<file path="src/hdl/upc_pkg.sv">
// ----------------------------------------------------------------------------
// upc_pkg
// Shared types, character constants and byte helpers for the URL percent
// encoder/decoder.
// ----------------------------------------------------------------------------
package upc_pkg;

  // Characters used by the codec
  localparam logic [7:0] CHR_PCT   = 8'h25;  // '%'
  localparam logic [7:0] CHR_PLUS  = 8'h2B;  // '+'
  localparam logic [7:0] CHR_SPACE = 8'h20;  // ' '
  localparam logic [7:0] CHR_TILDE = 8'h7E;  // '~'
  localparam logic [7:0] CHR_DASH  = 8'h2D;  // '-'
  localparam logic [7:0] CHR_DOT   = 8'h2E;  // '.'
  localparam logic [7:0] CHR_USCR  = 8'h5F;  // '_'
  localparam logic [3:0] NIBBLE_MASK = 4'hF;

  // Codec mode register values
  localparam logic MODE_DECODE = 1'b0;
  localparam logic MODE_ENCODE = 1'b1;

  // Uppercase hex digit table, indexed by nibble
  localparam logic [15:0][7:0] HEX_DIGITS = {
    8'h46, 8'h45, 8'h44, 8'h43, 8'h42, 8'h41, 8'h39, 8'h38,
    8'h37, 8'h36, 8'h35, 8'h34, 8'h33, 8'h32, 8'h31, 8'h30
  };

  // Decoder hold state: nothing, a '%', or a '%' plus one hex digit
  typedef enum logic [2:0] {
    HOLD_NONE  = 3'b001,
    HOLD_PCT   = 3'b010,
    HOLD_DIGIT = 3'b100
  } hold_e;

  // One queued word group: up to three result bytes from one input word
  typedef struct packed {
    logic [2:0][7:0] data;
    logic [1:0]      num;   // 1..3 bytes valid
    logic            last;  // input word closed the string
  } upc_entry_t;

  // Front to queue push request
  typedef struct packed {
    logic       valid;
    upc_entry_t entry;
  } upc_push_t;

  function automatic logic is_hex(input logic [7:0] b);
    return ((b >= 8'h30) && (b <= 8'h39)) ||
           ((b >= 8'h41) && (b <= 8'h46)) ||
           ((b >= 8'h61) && (b <= 8'h66));
  endfunction

  function automatic logic [3:0] hex_val(input logic [7:0] b);
    logic [7:0] v;
    v = 8'h00;
    if ((b >= 8'h30) && (b <= 8'h39)) begin
      v = b - 8'h30;
    end else if ((b >= 8'h41) && (b <= 8'h46)) begin
      v = b - 8'h37;
    end else if ((b >= 8'h61) && (b <= 8'h66)) begin
      v = b - 8'h57;
    end
    return v[3:0];
  endfunction

  function automatic logic is_plain(input logic [7:0] b);
    return ((b >= 8'h41) && (b <= 8'h5A)) ||
           ((b >= 8'h61) && (b <= 8'h7A)) ||
           ((b >= 8'h30) && (b <= 8'h39)) ||
           (b == CHR_DASH) || (b == CHR_DOT) || (b == CHR_USCR) || (b == CHR_TILDE);
  endfunction

  function automatic logic [7:0] hex_char(input logic [3:0] nib);
    return HEX_DIGITS[nib & NIBBLE_MASK];
  endfunction

endpackage

</file>
<file path="src/hdl/upc_front.sv">
// ----------------------------------------------------------------------------
// upc_front
// Accepts input words, holds the mode register and decoder escape state, and
// turns each word into a group of zero to three result bytes for the queue.
// ----------------------------------------------------------------------------
module upc_front (
  input  logic              clk_i,
  input  logic              rst_ni,
  input  logic              codec_mode_we_i,
  input  logic              codec_mode_i,
  input  logic              in_valid_i,
  output logic              in_ready_o,
  input  logic [7:0]        in_byte_i,
  input  logic              in_last_i,
  input  logic              q_full_i,
  output upc_pkg::upc_push_t push_o
);
  import upc_pkg::*;

  logic       mode_q;
  hold_e      hold_q, hold_d;
  logic [7:0] held_q, held_d;
  logic       accept;
  upc_entry_t ent;

  // plain-byte decode with nothing held
  logic       pl_hold;
  logic       pl_emit;
  logic [7:0] pl_byte;

  assign in_ready_o = !q_full_i;
  assign accept     = in_valid_i && in_ready_o;

  assign pl_hold = (in_byte_i == CHR_PCT) && !in_last_i;
  assign pl_emit = !pl_hold;
  assign pl_byte = (in_byte_i == CHR_PLUS) ? CHR_SPACE : in_byte_i;

  // classify the word and build its result group
  always_comb begin
    ent       = '0;
    ent.last  = in_last_i;
    hold_d    = hold_q;
    held_d    = held_q;
    if (mode_q == MODE_ENCODE) begin
      hold_d = HOLD_NONE;
      if (is_plain(in_byte_i)) begin
        ent.data[0] = in_byte_i;
        ent.num     = 2'd1;
      end else begin
        ent.data[0] = CHR_PCT;
        ent.data[1] = hex_char(in_byte_i[7:4]);
        ent.data[2] = hex_char(in_byte_i[3:0]);
        ent.num     = 2'd3;
      end
    end else begin
      unique case (hold_q)
        HOLD_DIGIT: begin
          if (is_hex(in_byte_i)) begin
            ent.data[0] = {hex_val(held_q), hex_val(in_byte_i)};
            ent.num     = 2'd1;
            hold_d      = HOLD_NONE;
          end else begin
            // bad second digit: flush '%' and digit, redo this byte
            ent.data[0] = CHR_PCT;
            ent.data[1] = held_q;
            ent.data[2] = pl_byte;
            ent.num     = pl_emit ? 2'd3 : 2'd2;
            hold_d      = pl_hold ? HOLD_PCT : HOLD_NONE;
          end
        end
        HOLD_PCT: begin
          if (is_hex(in_byte_i)) begin
            if (in_last_i) begin
              // short escape at string end
              ent.data[0] = CHR_PCT;
              ent.data[1] = in_byte_i;
              ent.num     = 2'd2;
              hold_d      = HOLD_NONE;
            end else begin
              held_d = in_byte_i;
              hold_d = HOLD_DIGIT;
            end
          end else begin
            // bad first digit: flush '%', redo this byte
            ent.data[0] = CHR_PCT;
            ent.data[1] = pl_byte;
            ent.num     = pl_emit ? 2'd2 : 2'd1;
            hold_d      = pl_hold ? HOLD_PCT : HOLD_NONE;
          end
        end
        default: begin
          // nothing held
          ent.data[0] = pl_byte;
          ent.num     = pl_emit ? 2'd1 : 2'd0;
          hold_d      = pl_hold ? HOLD_PCT : HOLD_NONE;
        end
      endcase
    end
  end

  assign push_o.valid = accept && (ent.num != 2'd0);
  assign push_o.entry = ent;

  // mode register and escape state
  always_ff @(posedge clk_i or negedge rst_ni) begin
    if (!rst_ni) begin
      mode_q <= MODE_DECODE;
      hold_q <= HOLD_NONE;
    end else if (codec_mode_we_i) begin
      mode_q <= codec_mode_i;
      hold_q <= HOLD_NONE;
    end else if (accept) begin
      hold_q <= hold_d;
    end
  end

  // held hex digit, only read while a digit is held
  always_ff @(posedge clk_i) begin
    if (accept) begin
      held_q <= held_d;
    end
  end

endmodule

</file>
<file path="src/hdl/upc_queue.sv">
// ----------------------------------------------------------------------------
// upc_queue
// Short FIFO of result groups between the front and the back.
// ----------------------------------------------------------------------------
module upc_queue #(
  parameter int unsigned DEPTH = 2
) (
  input  logic               clk_i,
  input  logic               rst_ni,
  input  upc_pkg::upc_push_t push_i,
  input  logic               pop_i,
  output logic               full_o,
  output logic               head_valid_o,
  output upc_pkg::upc_entry_t head_o
);
  import upc_pkg::*;

  localparam int unsigned PtrW = (DEPTH > 1) ? $clog2(DEPTH) : 1;
  localparam int unsigned CntW = $clog2(DEPTH + 1);
  localparam logic [PtrW-1:0] LastPtr = PtrW'(DEPTH - 1);
  localparam logic [CntW-1:0] FullCnt = CntW'(DEPTH);

  upc_entry_t     slot_q [DEPTH];
  logic [PtrW-1:0] wr_ptr_q, rd_ptr_q;
  logic [CntW-1:0] cnt_q;
  logic            do_push, do_pop;

  assign full_o       = (cnt_q == FullCnt);
  assign head_valid_o = (cnt_q != '0);
  assign head_o       = slot_q[rd_ptr_q];
  assign do_push      = push_i.valid && !full_o;
  assign do_pop       = pop_i && head_valid_o;

  // pointers and fill count
  always_ff @(posedge clk_i or negedge rst_ni) begin
    if (!rst_ni) begin
      wr_ptr_q <= '0;
      rd_ptr_q <= '0;
      cnt_q    <= '0;
    end else begin
      if (do_push) begin
        wr_ptr_q <= (wr_ptr_q == LastPtr) ? '0 : wr_ptr_q + 1'b1;
      end
      if (do_pop) begin
        rd_ptr_q <= (rd_ptr_q == LastPtr) ? '0 : rd_ptr_q + 1'b1;
      end
      if (do_push && !do_pop) begin
        cnt_q <= cnt_q + 1'b1;
      end else if (do_pop && !do_push) begin
        cnt_q <= cnt_q - 1'b1;
      end
    end
  end

  // entry storage
  always_ff @(posedge clk_i) begin
    if (do_push) begin
      slot_q[wr_ptr_q] <= push_i.entry;
    end
  end

endmodule

</file>
<file path="src/hdl/upc_back.sv">
// ----------------------------------------------------------------------------
// upc_back
// Walks the head group of the queue one byte at a time into the output
// register, marking the last byte of each group and of the string.
// ----------------------------------------------------------------------------
module upc_back (
  input  logic                clk_i,
  input  logic                rst_ni,
  input  logic                head_valid_i,
  input  upc_pkg::upc_entry_t head_i,
  output logic                pop_o,
  output logic                out_valid_o,
  input  logic                out_ready_i,
  output logic [7:0]          out_byte_o,
  output logic                run_last_o,
  output logic                string_end_o
);
  import upc_pkg::*;

  logic [1:0] idx_q;
  logic       out_valid_q;
  logic [7:0] out_byte_q;
  logic       run_last_q, string_end_q;
  logic       load;
  logic       fin;

  // output register is free when empty or being drained
  assign load = head_valid_i && (!out_valid_q || out_ready_i);
  assign fin  = (idx_q == (head_i.num - 2'd1));
  assign pop_o = load && fin;

  // control: valid flag and byte index within the group
  always_ff @(posedge clk_i or negedge rst_ni) begin
    if (!rst_ni) begin
      out_valid_q <= 1'b0;
      idx_q       <= '0;
    end else begin
      if (load) begin
        out_valid_q <= 1'b1;
        idx_q       <= fin ? 2'd0 : idx_q + 2'd1;
      end else if (out_ready_i) begin
        out_valid_q <= 1'b0;
      end
    end
  end

  // output payload
  always_ff @(posedge clk_i) begin
    if (load) begin
      out_byte_q   <= head_i.data[idx_q];
      run_last_q   <= fin;
      string_end_q <= fin && head_i.last;
    end
  end

  assign out_valid_o  = out_valid_q;
  assign out_byte_o   = out_byte_q;
  assign run_last_o   = run_last_q;
  assign string_end_o = string_end_q;

endmodule

</file>
<file path="src/hdl/url_percent_codec.sv">
// ----------------------------------------------------------------------------
// url_percent_codec
// Streaming URL percent encoder/decoder, one input byte per word.
// ----------------------------------------------------------------------------
//   channel  | direction | handshake              | payload
//   ---------+-----------+------------------------+------------------------------
//   in       | input     | in_valid_i/in_ready_o  | in_byte_i, in_last_i
//   out      | output    | out_valid_o/out_ready_i| out_byte_o, run_last_o,
//            |           |                        | string_end_o
//   mode     | input     | codec_mode_we_i        | codec_mode_i
//
// One input word per cycle is taken while the queue has room; the output
// register gives one byte per cycle while out_ready_i is high, so a word
// that yields one byte sustains one per cycle and an encoded escape holds
// the output for its three bytes. A result is registered in the queue, then in
// the output register. The queue holds QUEUE_DEPTH result groups; a stalled
// output fills it and then drops in_ready_o. Reset (asynchronous, active low)
// selects decode mode with nothing held; a mode write also drops any held escape.
// ----------------------------------------------------------------------------
module url_percent_codec #(
  parameter int unsigned QUEUE_DEPTH = 2
) (
  input  logic       clk_i,
  input  logic       rst_ni,
  input  logic       codec_mode_we_i,
  input  logic       codec_mode_i,
  input  logic       in_valid_i,
  output logic       in_ready_o,
  input  logic [7:0] in_byte_i,
  input  logic       in_last_i,
  output logic       out_valid_o,
  input  logic       out_ready_i,
  output logic [7:0] out_byte_o,
  output logic       run_last_o,
  output logic       string_end_o
);
  import upc_pkg::*;

  upc_push_t  push;
  upc_entry_t head;
  logic       q_full, head_valid, pop;

  // front: accept and classify
  upc_front u_front (
    .clk_i           (clk_i),
    .rst_ni          (rst_ni),
    .codec_mode_we_i (codec_mode_we_i),
    .codec_mode_i    (codec_mode_i),
    .in_valid_i      (in_valid_i),
    .in_ready_o      (in_ready_o),
    .in_byte_i       (in_byte_i),
    .in_last_i       (in_last_i),
    .q_full_i        (q_full),
    .push_o          (push)
  );

  // queue of result groups
  upc_queue #(
    .DEPTH (QUEUE_DEPTH)
  ) u_queue (
    .clk_i        (clk_i),
    .rst_ni       (rst_ni),
    .push_i       (push),
    .pop_i        (pop),
    .full_o       (q_full),
    .head_valid_o (head_valid),
    .head_o       (head)
  );

  // back: serialize bytes to the output register
  upc_back u_back (
    .clk_i        (clk_i),
    .rst_ni       (rst_ni),
    .head_valid_i (head_valid),
    .head_i       (head),
    .pop_o        (pop),
    .out_valid_o  (out_valid_o),
    .out_ready_i  (out_ready_i),
    .out_byte_o   (out_byte_o),
    .run_last_o   (run_last_o),
    .string_end_o (string_end_o)
  );

endmodule

</file>
<file path="config.mk">
export PLATFORM = sky130hd
export DESIGN_NAME = url_percent_codec
export DESIGN_NICKNAME = d
export VERILOG_FILES = /design/src/hdl/upc_pkg.sv /design/src/hdl/upc_front.sv /design/src/hdl/upc_queue.sv /design/src/hdl/upc_back.sv /design/src/hdl/url_percent_codec.sv
export SDC_FILE = /design/constraint.sdc
export NUM_CORES = 1
export LEC_CHECK = 0
export ABC_AREA = 1
export CAP_MARGIN = 20
export CORE_MARGIN = 5
export CORE_UTILIZATION = 40
export DETAILED_ROUTE_END_ITERATION = 6
export DONT_BUFFER_PORTS = 1
export HOLD_SLACK_MARGIN = 0.06
export PLACE_DENSITY = 0.51
export SLEW_MARGIN = 20
export SYNTH_ARGS = -nofsm -noshare
export SYNTH_HDL_FRONTEND = slang
export SYNTH_SLANG_ARGS = --single-unit
</file>
<file path="constraint.sdc">
create_clock -name clk_i -period 7.22 [get_ports clk_i]
set_input_delay 0.722 -clock clk_i [delete_from_list [all_inputs] [get_ports clk_i]]
set_output_delay 0.722 -clock clk_i [all_outputs]
set_load 0.03 [all_outputs]
</file>
==> results.py, run 1 <==
metrics = {
    "flow_run": {
        "drv.max_cap_violation_count": 0,
    },
    "route": {
        "detailroute.via_count": 3449,
        "vias_per_cell": 5.50,
        "drt-total-wl_um": 11100,
        "remaining_drc_errors": 0,
        "route.antenna.remaining_nets": 0,
        "drt_iter0_drc": 234,
        "wl_per_cell_um": 17.7,
        "detailedRoute.firstPassIterationCount": 5,
    },
    "grt": {
        "antenna_found_initial": 0,
        "global_route.usage.total": 0.172,
        "grt_start_max_net_pins": 29,
        "first_global_vias": 3357,
        "globalRoute.totalOverflow": 0,
        "global_route_wire_length_before_repair_um": 17700,
    },
    "finish": {
        "post_layout_nonfiller_instances": 627,
        "most-common-layout-cells": "nand2_1 (84), edfxtp_1 (72), nor2_1 (57), o21ai_0 (57), inv_1 (48)",
        "flow.area_growth_from_synthesis_pct": 10.2,
        "mostFrequentLayoutCell": "nand2_1",
        "layout.cell_area.non_filler_um2": 4960,
        "antenna_cells": 0,
        "finalNetCount": 510,
        "drive_above_1_share": 0.101,
    },
    "logic_synthesis": {
        "synth-adder-area-share": 0.0361,
        "synthXorXnorAreaFrac": 0.0117,
        "synth_cell_types": 45,
        "post_synthesis_share_of_cell_area_spent_on_and_or_nand_and_nor_gates": 0.207,
        "syn-cell-area_um2": 4500,
        "postSynthAreaPerCell_um2": 9.38,
        "postSynthCellCount": 480,
        "postSynthNetCount": 508,
        "ys_seq_elements": 83,
        "synth_compound_gate_area_share": 0.138,
        "ys.warnings.count": 0,
        "synth_mux_area_frac": 0.00222,
        "synth.yosys.seq_area_share": 0.542,
        "main_combinational_cell_family_by_area_after_synthesis": "simple AND/OR/NAND/NOR gates",
    },
    "critical_path": {
        "critical-path-slowest-cell": "clkinv_1",
        "worst_path_most_repeated_cell": "nand2_1",
        "timing.critical_path.arrival_ns": 3.85,
        "crit_family": "buffers and inverters",
        "timing.critical_path.to_type": "flop",
        "r2r_cells": 13,
        "cpPeakStageDelay_ns": 0.94,
        "worst-endpoint-required_ns": 7.43,
        "worst_setup_path_start_kind": "flop",
        "cell_by_cell_listing_of_the_critical_path": "clkinv_1 > nand2_1 > nand2_1 > xor2_1 > inv_1 > o21ai_0 > nand2_1 > inv_1 > nand2_1 > ha_1 > a21oi_1 > o21ai_0 > xor2_1",
        "worst-r2r-setup-slack_ns": 3.58,
        "r2r_end": "u_queue.cnt_q[1]",
        "path_class": "flop to flop",
        "critPathBufInv": 3,
        "critical_path.max_fanout": 28,
        "crit-reg2reg-launch": "u_queue.rd_ptr_q",
    },
    "hold_path": {
        "holdCritPathClass": "input pin to asynchronous set/reset pin",
    },
    "cts": {
        "clock_path_buffers": 2,
        "clockRootBuffer": "clkbuf_16",
        "cts_buffers": 9,
        "later_pin_clock_latency_in_the_skew_report_ns": 0.33,
        "ctsHtreeMaxLevel": 3,
        "cts_tree": "yes",
        "clkTransAtPathRegs_ns": 0.06,
        "numClockSinks": 83,
    },
    "floorplanning": {
        "dieArea_um2": 13500,
        "rows": 38,
        "chipWidth_um": 116,
        "initial_utilization": 0.412,
        "ios": 27,
        "floorplan.core_area_um2": 10900,
        "die_height_um": 116,
    },
    "timing": {
        "timing_max_transition_violations_final": 0,
        "final-setup-viol-count": 0,
        "finalCriticalPeriod_ns": 3.64,
        "finalHoldViolations": 0,
        "fmax_mhz": 275,
        "post_route_fraction_of_the_period_consumed_by_the_critical_path": 0.504,
        "rsz0062_at_grt": "false",
        "timing.slew.headroom": 0.405,
        "worst_clock_skew_ns": 0.0105,
        "timing.setup.tns_ns": 0,
        "max_slew.worst_pin.slew_ns": 0.893,
    },
    "placement": {
        "dpl.hpwl_um": 7930,
        "io_buffer_count": 0,
        "dpl-instance-area_um2": 4650,
        "placedCellCount": 609,
        "weighted_congestion_reported_at_the_end_of_routability_driven_placement": 0.895,
    },
    "power_and_ir_drop": {
        "p_leak_nw": 1.94,
        "irDropWorstVdd_mv": 0.156,
        "p_per_area_nw_per_um2": 338,
    },
    "status": {
        "outcome": "complete, no violations",
    },
}
metrics by stage:
step | utilization | hold slack, ns | power, mW | worst slack [ns]
after global routing | 0.454 | 0.0600 | 1.79 | 3.18
after CTS | 0.452 | 0.0691 | 1.69 | 3.58
final | 0.454 | 0.0846 | 1.68 | 3.58
after floorplan | - | 0.426 | 1.12 | 3.64
after detailed placement | 0.425 | 0.427 | 1.24 | 3.58
after global placement | 0.422 | 0.427 | 1.22 | 3.59
worst register-to-register path, delay by kind of cell, from the launching register on:
kind                       cells  cell delay (ns)
and+or+nand+nor                4             0.55
buffers and inverters          3             1.10
AOI/OAI and AO/OA              3             0.29
DFF                            1             0.92
adders and majority gates      1             0.34
xor gates and xnor gates       2             0.32
kinds of logic (layout without fill, tap and decap cells):
family	after synthesis	in the layout
compound gates	105	105
simple gates	202	202
flops	83	83
mux	1	1
xor+xnor	6	6
buf+inv	70	77
fa+ha+maj	13	13
report_power, final:
group / switching, mW / total [mW] / leakage (nW) / internal (mW)
registers: 0.139 / 0.820 / 0.822 / 0.681
clock network: 0.174 / 0.451 / 0.139 / 0.277
logic: 0.271 / 0.408 / 0.981 / 0.137
worst max path at each step:
| stage | start | endpoint | slack (ns) | depth (start not counted) |
|---|---|---|---|---|
| after floorplan | in_byte_i[4] | u_queue.slot_q[1][0] | 3.64 | 16 |
| after global placement | in_byte_i[1] | u_queue.slot_q[0][16] | 3.59 | 15 |
| after detailed placement | u_queue.rd_ptr_q | u_queue.cnt_q[1] | 3.58 | 13 |
| after CTS | u_queue.rd_ptr_q | u_queue.cnt_q[1] | 3.58 | 13 |
| after global routing | u_queue.rd_ptr_q | u_queue.cnt_q[1] | 3.18 | 13 |
| final | u_queue.rd_ptr_q | u_queue.cnt_q[1] | 3.58 | 13 |
state kept, by name (all words and copies together) (netlist names):
register	cells
u_back.idx_q	2
u_back.out_byte_o	8
u_back.out_valid_o	1
u_back.run_last_o	1
u_back.string_end_o	1
u_front.held_q	8
u_front.hold_q	3
u_front.mode_q	1
u_queue.cnt_q	2
u_queue.rd_ptr_q	1
u_queue.slot_q	54
u_queue.wr_ptr_q	1
Yosys cell counts, drive strengths merged:
library cell / number / area share
inv: 54 / 0.046
a21o: 1 / 0.0017
dfrtp: 10 / 0.056
nand2: 92 / 0.082
mux2i: 1 / 0.0022
o2111ai: 1 / 0.0019
o31ai: 3 / 0.0050
a21oi: 17 / 0.021
ha: 13 / 0.036
nand4: 7 / 0.011
o221ai: 2 / 0.0039
xor2: 5 / 0.0097
a31oi: 1 / 0.0014
dfstp: 1 / 0.0058
clkbuf: 8 / 0.0067
and3: 1 / 0.0014
o21ai: 59 / 0.066
nor2: 65 / 0.063
clkinv: 2 / 0.0017
o32ai: 11 / 0.021
edfxtp: 72 / 0.48
o22ai: 4 / 0.0056
xnor2: 1 / 0.0019
o211ai: 3 / 0.0050
o311ai: 1 / 0.0019
nand3: 29 / 0.036
o41ai: 1 / 0.0019
a22oi: 1 / 0.0017
nor3: 8 / 0.013
buf: 6 / 0.010
area by class of cell:
cell class / instances / area, um2
flip-flops and latches: 83 / 2440
fillers: 1083 / 5970
clock inverters: 4 / 50.0
repair buffers: 5 / 62.6
well taps: 140 / 175
clock buffers: 12 / 246
inverters: 56 / 213
multi-input cells: 327 / 1780
layer usage:
| layer | track usage | part of all wire | vias up |
|---|---|---|---|
| li1 | - | - | 1674 |
| met1 | 0.237 | 0.46 | 1620 |
| met2 | 0.262 | 0.45 | 130 |
| met3 | 0.0373 | 0.057 | 25 |
| met4 | 0.0766 | 0.031 | 0 |
| met5 | 0 | 0 | - |
repair_timing:
item | CTS | global route
resized for setup | 0 | 0
setup buffers | 0 | 0
endpoints found under the hold margin | 0 | 7
hold buffers | 0 | 2
(Power assumes the default switching activity.)
==> inputs of run 2 (changes only) <==
--- a/config.mk
+++ b/config.mk
@@ -12,7 +12,7 @@
 export DETAILED_ROUTE_END_ITERATION = 6
 export DONT_BUFFER_PORTS = 1
 export HOLD_SLACK_MARGIN = 0.06
-export PLACE_DENSITY = 0.51
+export PLACE_DENSITY = 0.53
 export SLEW_MARGIN = 20
 export SYNTH_ARGS = -nofsm -noshare
 export SYNTH_HDL_FRONTEND = slang
==> constraint.sdc (replaced) <==
create_clock -name clk_i -period 3.2 [get_ports clk_i]
set_input_delay 0.32 -clock clk_i [delete_from_list [all_inputs] [get_ports clk_i]]
set_output_delay 0.32 -clock clk_i [all_outputs]
set_load 0.03 [all_outputs]
==> results.py, run 2 (same netlist as run 1, synthesis figures left out) <==
metrics = {
    "critical_path": {
        "worst_setup_path_start_kind": "input pin",
        "timing.critical_path.arrival_ns": 2.65,
        "cpPeakStageDelay_ns": 0.29,
        "critical-path-slowest-cell": "ha_1",
        "cell_by_cell_listing_of_the_critical_path": "inv_1 > ha_1 > inv_1 > nand3_1 > nand4_2 > nand3_4 > nor2_4 > inv_2 > nand2_1 > nand2_1 > nand3_2 > nand2_2 > inv_1 > ha_1 > a21oi_1 > o21ai_0 > xor2_1",
        "critical_path.max_fanout": 10,
        "path_class": "input pin to flop",
        "timing.critical_path.to_type": "flop",
        "worst_path_most_repeated_cell": "inv_1",
        "worst-endpoint-required_ns": 3.41,
    },
    "floorplanning": {
        "dieArea_um2": 13500,
        "floorplan.core_area_um2": 10900,
        "ios": 27,
        "die_height_um": 116,
        "chipWidth_um": 116,
        "rows": 38,
        "initial_utilization": 0.412,
    },
    "finish": {
        "largest_register_ff_count": 54,
        "finalNetCount": 518,
        "top_register": "u_queue.slot_q",
        "mostFrequentLayoutCell": "nand2_1",
        "flow.area_growth_from_synthesis_pct": 11.3,
        "drive_above_1_share": 0.117,
        "antenna_cells": 0,
        "most-common-layout-cells": "nand2_1 (84), edfxtp_1 (72), nor2_1 (57), o21ai_0 (57), inv_1 (48)",
        "layout.cell_area.non_filler_um2": 5010,
    },
    "placement": {
        "worst_case_setup_slack_after_placement_ns": 0.437,
        "dpl-instance-area_um2": 4680,
        "io_buffer_count": 0,
        "dpl.hpwl_um": 7810,
        "weighted_congestion_reported_at_the_end_of_routability_driven_placement": 0.943,
    },
    "timing": {
        "rsz0062_at_grt": "false",
        "final_critical_path_setup_slack_ns": 0.765,
        "post_route_fraction_of_the_period_consumed_by_the_critical_path": 0.761,
        "timing.slew.headroom": 0.559,
        "finalCriticalPeriod_ns": 2.44,
        "max_slew.worst_pin.slew_ns": 0.661,
        "timing.setup.tns_ns": 0,
        "final-setup-viol-count": 0,
        "worst_clock_skew_ns": 0.00682,
        "timing_max_transition_violations_final": 0,
        "fmax_mhz": 411,
        "finalHoldViolations": 0,
    },
    "power_and_ir_drop": {
        "power.clock.fraction": 0.271,
        "pwr-share-comb": 0.257,
        "portion_of_total_power_attributed_to_sequential_cells": 0.472,
        "p_per_area_nw_per_um2": 760,
        "power_switching_mw": 1.36,
        "power_report.internal_total_mw": 2.45,
        "p_leak_nw": 1.97,
        "switching_share": 0.356,
        "irDropWorstVdd_mv": 0.637,
    },
    "route": {
        "route.antenna.remaining_nets": 0,
        "detailedRoute.firstPassIterationCount": 5,
        "wl_per_cell_um": 16.9,
        "detailroute.via_count": 3464,
        "vias_per_cell": 5.46,
        "drt_iter0_drc": 205,
        "drt-total-wl_um": 10700,
        "remaining_drc_errors": 0,
    },
    "cts": {
        "cts_tree": "yes",
        "clockRootBuffer": "clkbuf_16",
        "ctsHtreeMaxLevel": 3,
        "numClockSinks": 83,
        "cts_buffers": 9,
        "later_pin_clock_latency_in_the_skew_report_ns": 0.33,
        "clkTransAtPathRegs_ns": 0.07,
        "cts_setup_buffers": 0,
        "clock_path_buffers": 2,
        "post_cts_resize_count": 0,
        "cts_hold_buffers": 2,
    },
    "grt": {
        "global_route_wire_length_before_repair_um": 17500,
        "antenna_found_initial": 0,
        "grt_start_max_net_pins": 28,
        "global_route.usage.total": 0.169,
        "first_global_vias": 3382,
        "globalRoute.totalOverflow": 0,
    },
    "flow_run": {
        "drv.max_cap_violation_count": 0,
    },
    "hold_path": {
        "holdCritPathClass": "input pin to flop",
    },
    "status": {
        "outcome": "complete, no violations",
    },
}
run 2: power groups by stage:
| stage | sequential [mW] | combinational (mW) | clock (mW) |
|---|---|---|---|
| 2_1_floorplan | 1.77 | 0.748 | 0 |
| 3_3_place_gp | 1.82 | 0.971 | 0 |
| 3_5_place_dp | 1.83 | 0.989 | 0 |
| 4_1_cts | 1.81 | 0.995 | 1.05 |
| 5_1_grt | 1.84 | 1.14 | 1.10 |
| 6_report | 1.80 | 0.980 | 1.03 |
run 2: routing by layer:
| layer | track usage | share of wire | vias up | wire length [um] |
|---|---|---|---|---|
| met5 | 0 | 0 | - | 0 |
| met4 | 0.0673 | 0.028 | 0 | 300 |
| met3 | 0.0373 | 0.057 | 21 | 613 |
| met2 | 0.258 | 0.46 | 139 | 4900 |
| met1 | 0.235 | 0.46 | 1620 | 4930 |
| li1 | - | - | 1684 | - |
run 2: per-stage QoR:
step	total power, mW	instances	utilization	hold slack, ns
after global routing	4.08	635	0.458	0.0608
after floorplan	2.52	480	-	0.0244
after global placement	2.79	616	0.428	0.0247
final	3.81	635	0.458	0.0809
after CTS	3.85	634	0.457	0.0663
after detailed placement	2.82	616	0.428	0.0247
run 2: final cells by class:
type | count | area, um2
Tap cell | 140 | 175
Clock buffer | 9 | 225
Fill cell | 1018 | 5930
Sequential cell | 83 | 2440
Timing Repair Buffer | 13 | 105
Clock inverter | 7 | 75.1
Inverter | 56 | 213
Multi-Input combinational cell | 327 | 1780
run 2: path summary, 6_finish.rpt:
path | startpoint | to | slack (ns) | cells after the start
worst max register to register | u_front.hold_q[2] | u_queue.cnt_q[1] | 0.78 | 12
worst min register to register | u_queue.cnt_q[0] | u_queue.cnt_q[0] | 0.47 | 1
max in group asynchronous | rst_ni | u_back.out_valid_o | 2.41 | 1
min in group asynchronous | rst_ni | u_back.idx_q[1] | 0.42 | 1
worst min-delay path | in_byte_i[1] | u_front.held_q[1] | 0.08 | 0
worst max-delay path | in_byte_i[1] | u_queue.cnt_q[1] | 0.76 | 17
run 2: worst max-delay path, delay by kind of cell:
kind,cells,cell delay (ns)
compound gates,2,0.22
xor+xnor,1,0.16
fa+ha+maj,2,0.52
buf+inv,4,0.48
simple gates,8,0.94
==> inputs of run 3 (changes only) <==
--- a/config.mk
+++ b/config.mk
@@ -12,7 +12,7 @@
 export DETAILED_ROUTE_END_ITERATION = 6
 export DONT_BUFFER_PORTS = 1
 export HOLD_SLACK_MARGIN = 0.06
-export PLACE_DENSITY = 0.53
+export PLACE_DENSITY = 0.51
 export SLEW_MARGIN = 20
 export SYNTH_ARGS = -nofsm -noshare
 export SYNTH_HDL_FRONTEND = slang
==> constraint.sdc (replaced) <==
create_clock -name clk_i -period 2.3 [get_ports clk_i]
set_input_delay 0.23 -clock clk_i [delete_from_list [all_inputs] [get_ports clk_i]]
set_output_delay 0.23 -clock clk_i [all_outputs]
set_load 0.03 [all_outputs]
==> results.py, run 3 (same netlist as run 1, synthesis figures left out) <==
metrics = {
    "power_and_ir_drop": {
        "irDropWorstVdd_mv": 0.725,
        "p_leak_nw": 2.19,
        "p_per_area_nw_per_um2": 1030,
        "total_power_mw": 5.61,
    },
    "critical_path": {
        "worst_path_most_repeated_cell": "inv_1",
        "critPathBufInv": 3,
        "worst-endpoint-required_ns": 2.51,
        "worst_setup_path_start_kind": "flop",
        "cpPeakStageDelay_ns": 0.56,
        "critical-path-slowest-cell": "dfstp_2",
        "path_class": "flop to flop",
        "timing.critical_path.to_type": "flop",
        "worst-r2r-setup-slack_ns": 0.22,
        "cell_by_cell_listing_of_the_critical_path": "nor3_2 > buf_4 > inv_1 > nor2_1 > nor2_2 > nand3_2 > nand2_2 > inv_1 > ha_1 > a21oi_1 > o21ai_0 > xor2_1",
        "critical_path.max_fanout": 5,
        "crit_family": "flip-flops",
        "timing.critical_path.arrival_ns": 2.29,
    },
    "hold_path": {
        "holdCritPathClass": "input pin to flop",
    },
    "finish": {
        "drive_above_1_share": 0.177,
        "register_area_um2": 2440,
        "mostFrequentLayoutCell": "nand2_1",
        "flow.area_growth_from_synthesis_pct": 21.1,
        "largest_register_ff_count": 54,
        "fill_cells": 1046,
        "layout.cell_area.non_filler_um2": 5450,
        "post_layout_nonfiller_instances": 681,
        "most-common-layout-cells": "nand2_1 (84), edfxtp_1 (72), nor2_1 (57), o21ai_0 (57), inv_1 (46)",
        "finalNetCount": 564,
        "top_register": "u_queue.slot_q",
        "antenna_cells": 0,
        "multi_input_comb_area_um2": 1800,
    },
    "status": {
        "outcome": "complete, no violations",
    },
    "route": {
        "vias_per_cell": 5.22,
        "remaining_drc_errors": 0,
        "detailroute.via_count": 3554,
        "drt-total-wl_um": 11400,
        "wl_per_cell_um": 16.7,
        "detailedRoute.firstPassIterationCount": 5,
        "drt_iter0_drc": 227,
        "route.antenna.remaining_nets": 0,
    },
    "floorplanning": {
        "dieArea_um2": 13500,
        "initial_utilization": 0.412,
        "die_height_um": 116,
        "chipWidth_um": 116,
        "rows": 38,
        "floorplan.core_area_um2": 10900,
        "ios": 27,
    },
    "placement": {
        "dpl.hpwl_um": 8250,
        "worst_case_setup_slack_after_placement_ns": -0.120,
        "io_buffer_count": 0,
        "placedCellCount": 651,
        "dpl-instance-area_um2": 4990,
        "weighted_congestion_reported_at_the_end_of_routability_driven_placement": 0.876,
    },
    "cts": {
        "clkTransAtPathRegs_ns": 0.06,
        "clockRootBuffer": "clkbuf_16",
        "cts_buffers": 9,
        "cts_tree": "yes",
        "numClockSinks": 83,
        "later_pin_clock_latency_in_the_skew_report_ns": 0.33,
        "clock_path_buffers": 2,
        "ctsHtreeMaxLevel": 3,
    },
    "grt": {
        "global_route_wire_length_before_repair_um": 18400,
        "global_route.usage.total": 0.179,
        "grt_start_max_net_pins": 28,
        "globalRoute.totalOverflow": 0,
        "antenna_found_initial": 0,
        "first_global_vias": 3465,
    },
    "timing": {
        "max_slew.worst_pin.slew_ns": 0.631,
        "finalCriticalPeriod_ns": 2.08,
        "post_route_fraction_of_the_period_consumed_by_the_critical_path": 0.905,
        "final_critical_path_setup_slack_ns": 0.218,
        "final-setup-viol-count": 0,
        "timing_max_transition_violations_final": 0,
        "finalHoldViolations": 0,
        "worst_clock_skew_ns": 0.00793,
        "rsz0062_at_grt": "false",
        "timing.slew.headroom": 0.574,
        "fmax_mhz": 480,
    },
    "flow_run": {
        "drv.max_cap_violation_count": 0,
    },
}
==> run 3: what timing repair did <==
action,4_1_cts,5_1_grt
buffers inserted,0,1
setup endpoints to repair,0,1
gates resized for setup,0,1
endpoints found under the hold margin,24,0
hold buffers,13,0
==> run 3: where the power goes <==
part           internal [mW]  switching, mW
sequential              2.14          0.321
combinational          0.585           1.02
clock                  0.954          0.585
total                   3.68           1.93
==> run 3: per-layer routing <==
layer / GRT usage / vias to the layer above / wire [um]
met3: 0.0306 / 11 / 460
li1: - / 1786 / -
met4: 0.0565 / 0 / 142
met1: 0.250 / 1672 / 5400
met5: 0 / - / 0
met2: 0.286 / 85 / 5350
==> run 3: path summary, 6_finish.rpt <==
path                                   start                 to  depth (start not counted)
min reg2reg                 u_queue.wr_ptr_q   u_queue.wr_ptr_q                          2
min in group asynchronous             rst_ni     u_front.mode_q                          1
max reg2reg                u_front.hold_q[0]   u_queue.cnt_q[1]                         12
max in group asynchronous             rst_ni  u_front.hold_q[0]                          1
max                        u_front.hold_q[0]   u_queue.cnt_q[1]                         12
min                          codec_mode_we_i  u_front.hold_q[1]                          3
==> run 3: per-stage QoR <==
| stage | setup TNS [ns] | utilization | hold WS, ns |
|---|---|---|---|
| 2_1_floorplan | -0.490 | - | -0.0656 |
| 3_3_place_gp | -0.0181 | 0.457 | -0.0653 |
| 3_5_place_dp | -0.124 | 0.457 | -0.0653 |
| 4_1_cts | 0 | 0.498 | 0.138 |
| 5_1_grt | 0 | 0.499 | 0.170 |
| 6_report | 0 | 0.499 | 0.144 |
==> run 3: worst min-delay path: stages <==
cell and delay, ns:
inv_1 0.03, nand2_1 0.09, o32ai_1 0.08
==> run 3: layout make-up <==
cell class	count	share of cell area
clock inverter	6	0.0163
tap	140	0.0321
clock buffer	10	0.0420
inverter	56	0.0404
timing repair buffer	59	0.0918
sequential	83	0.447
multi-input combinational	327	0.330
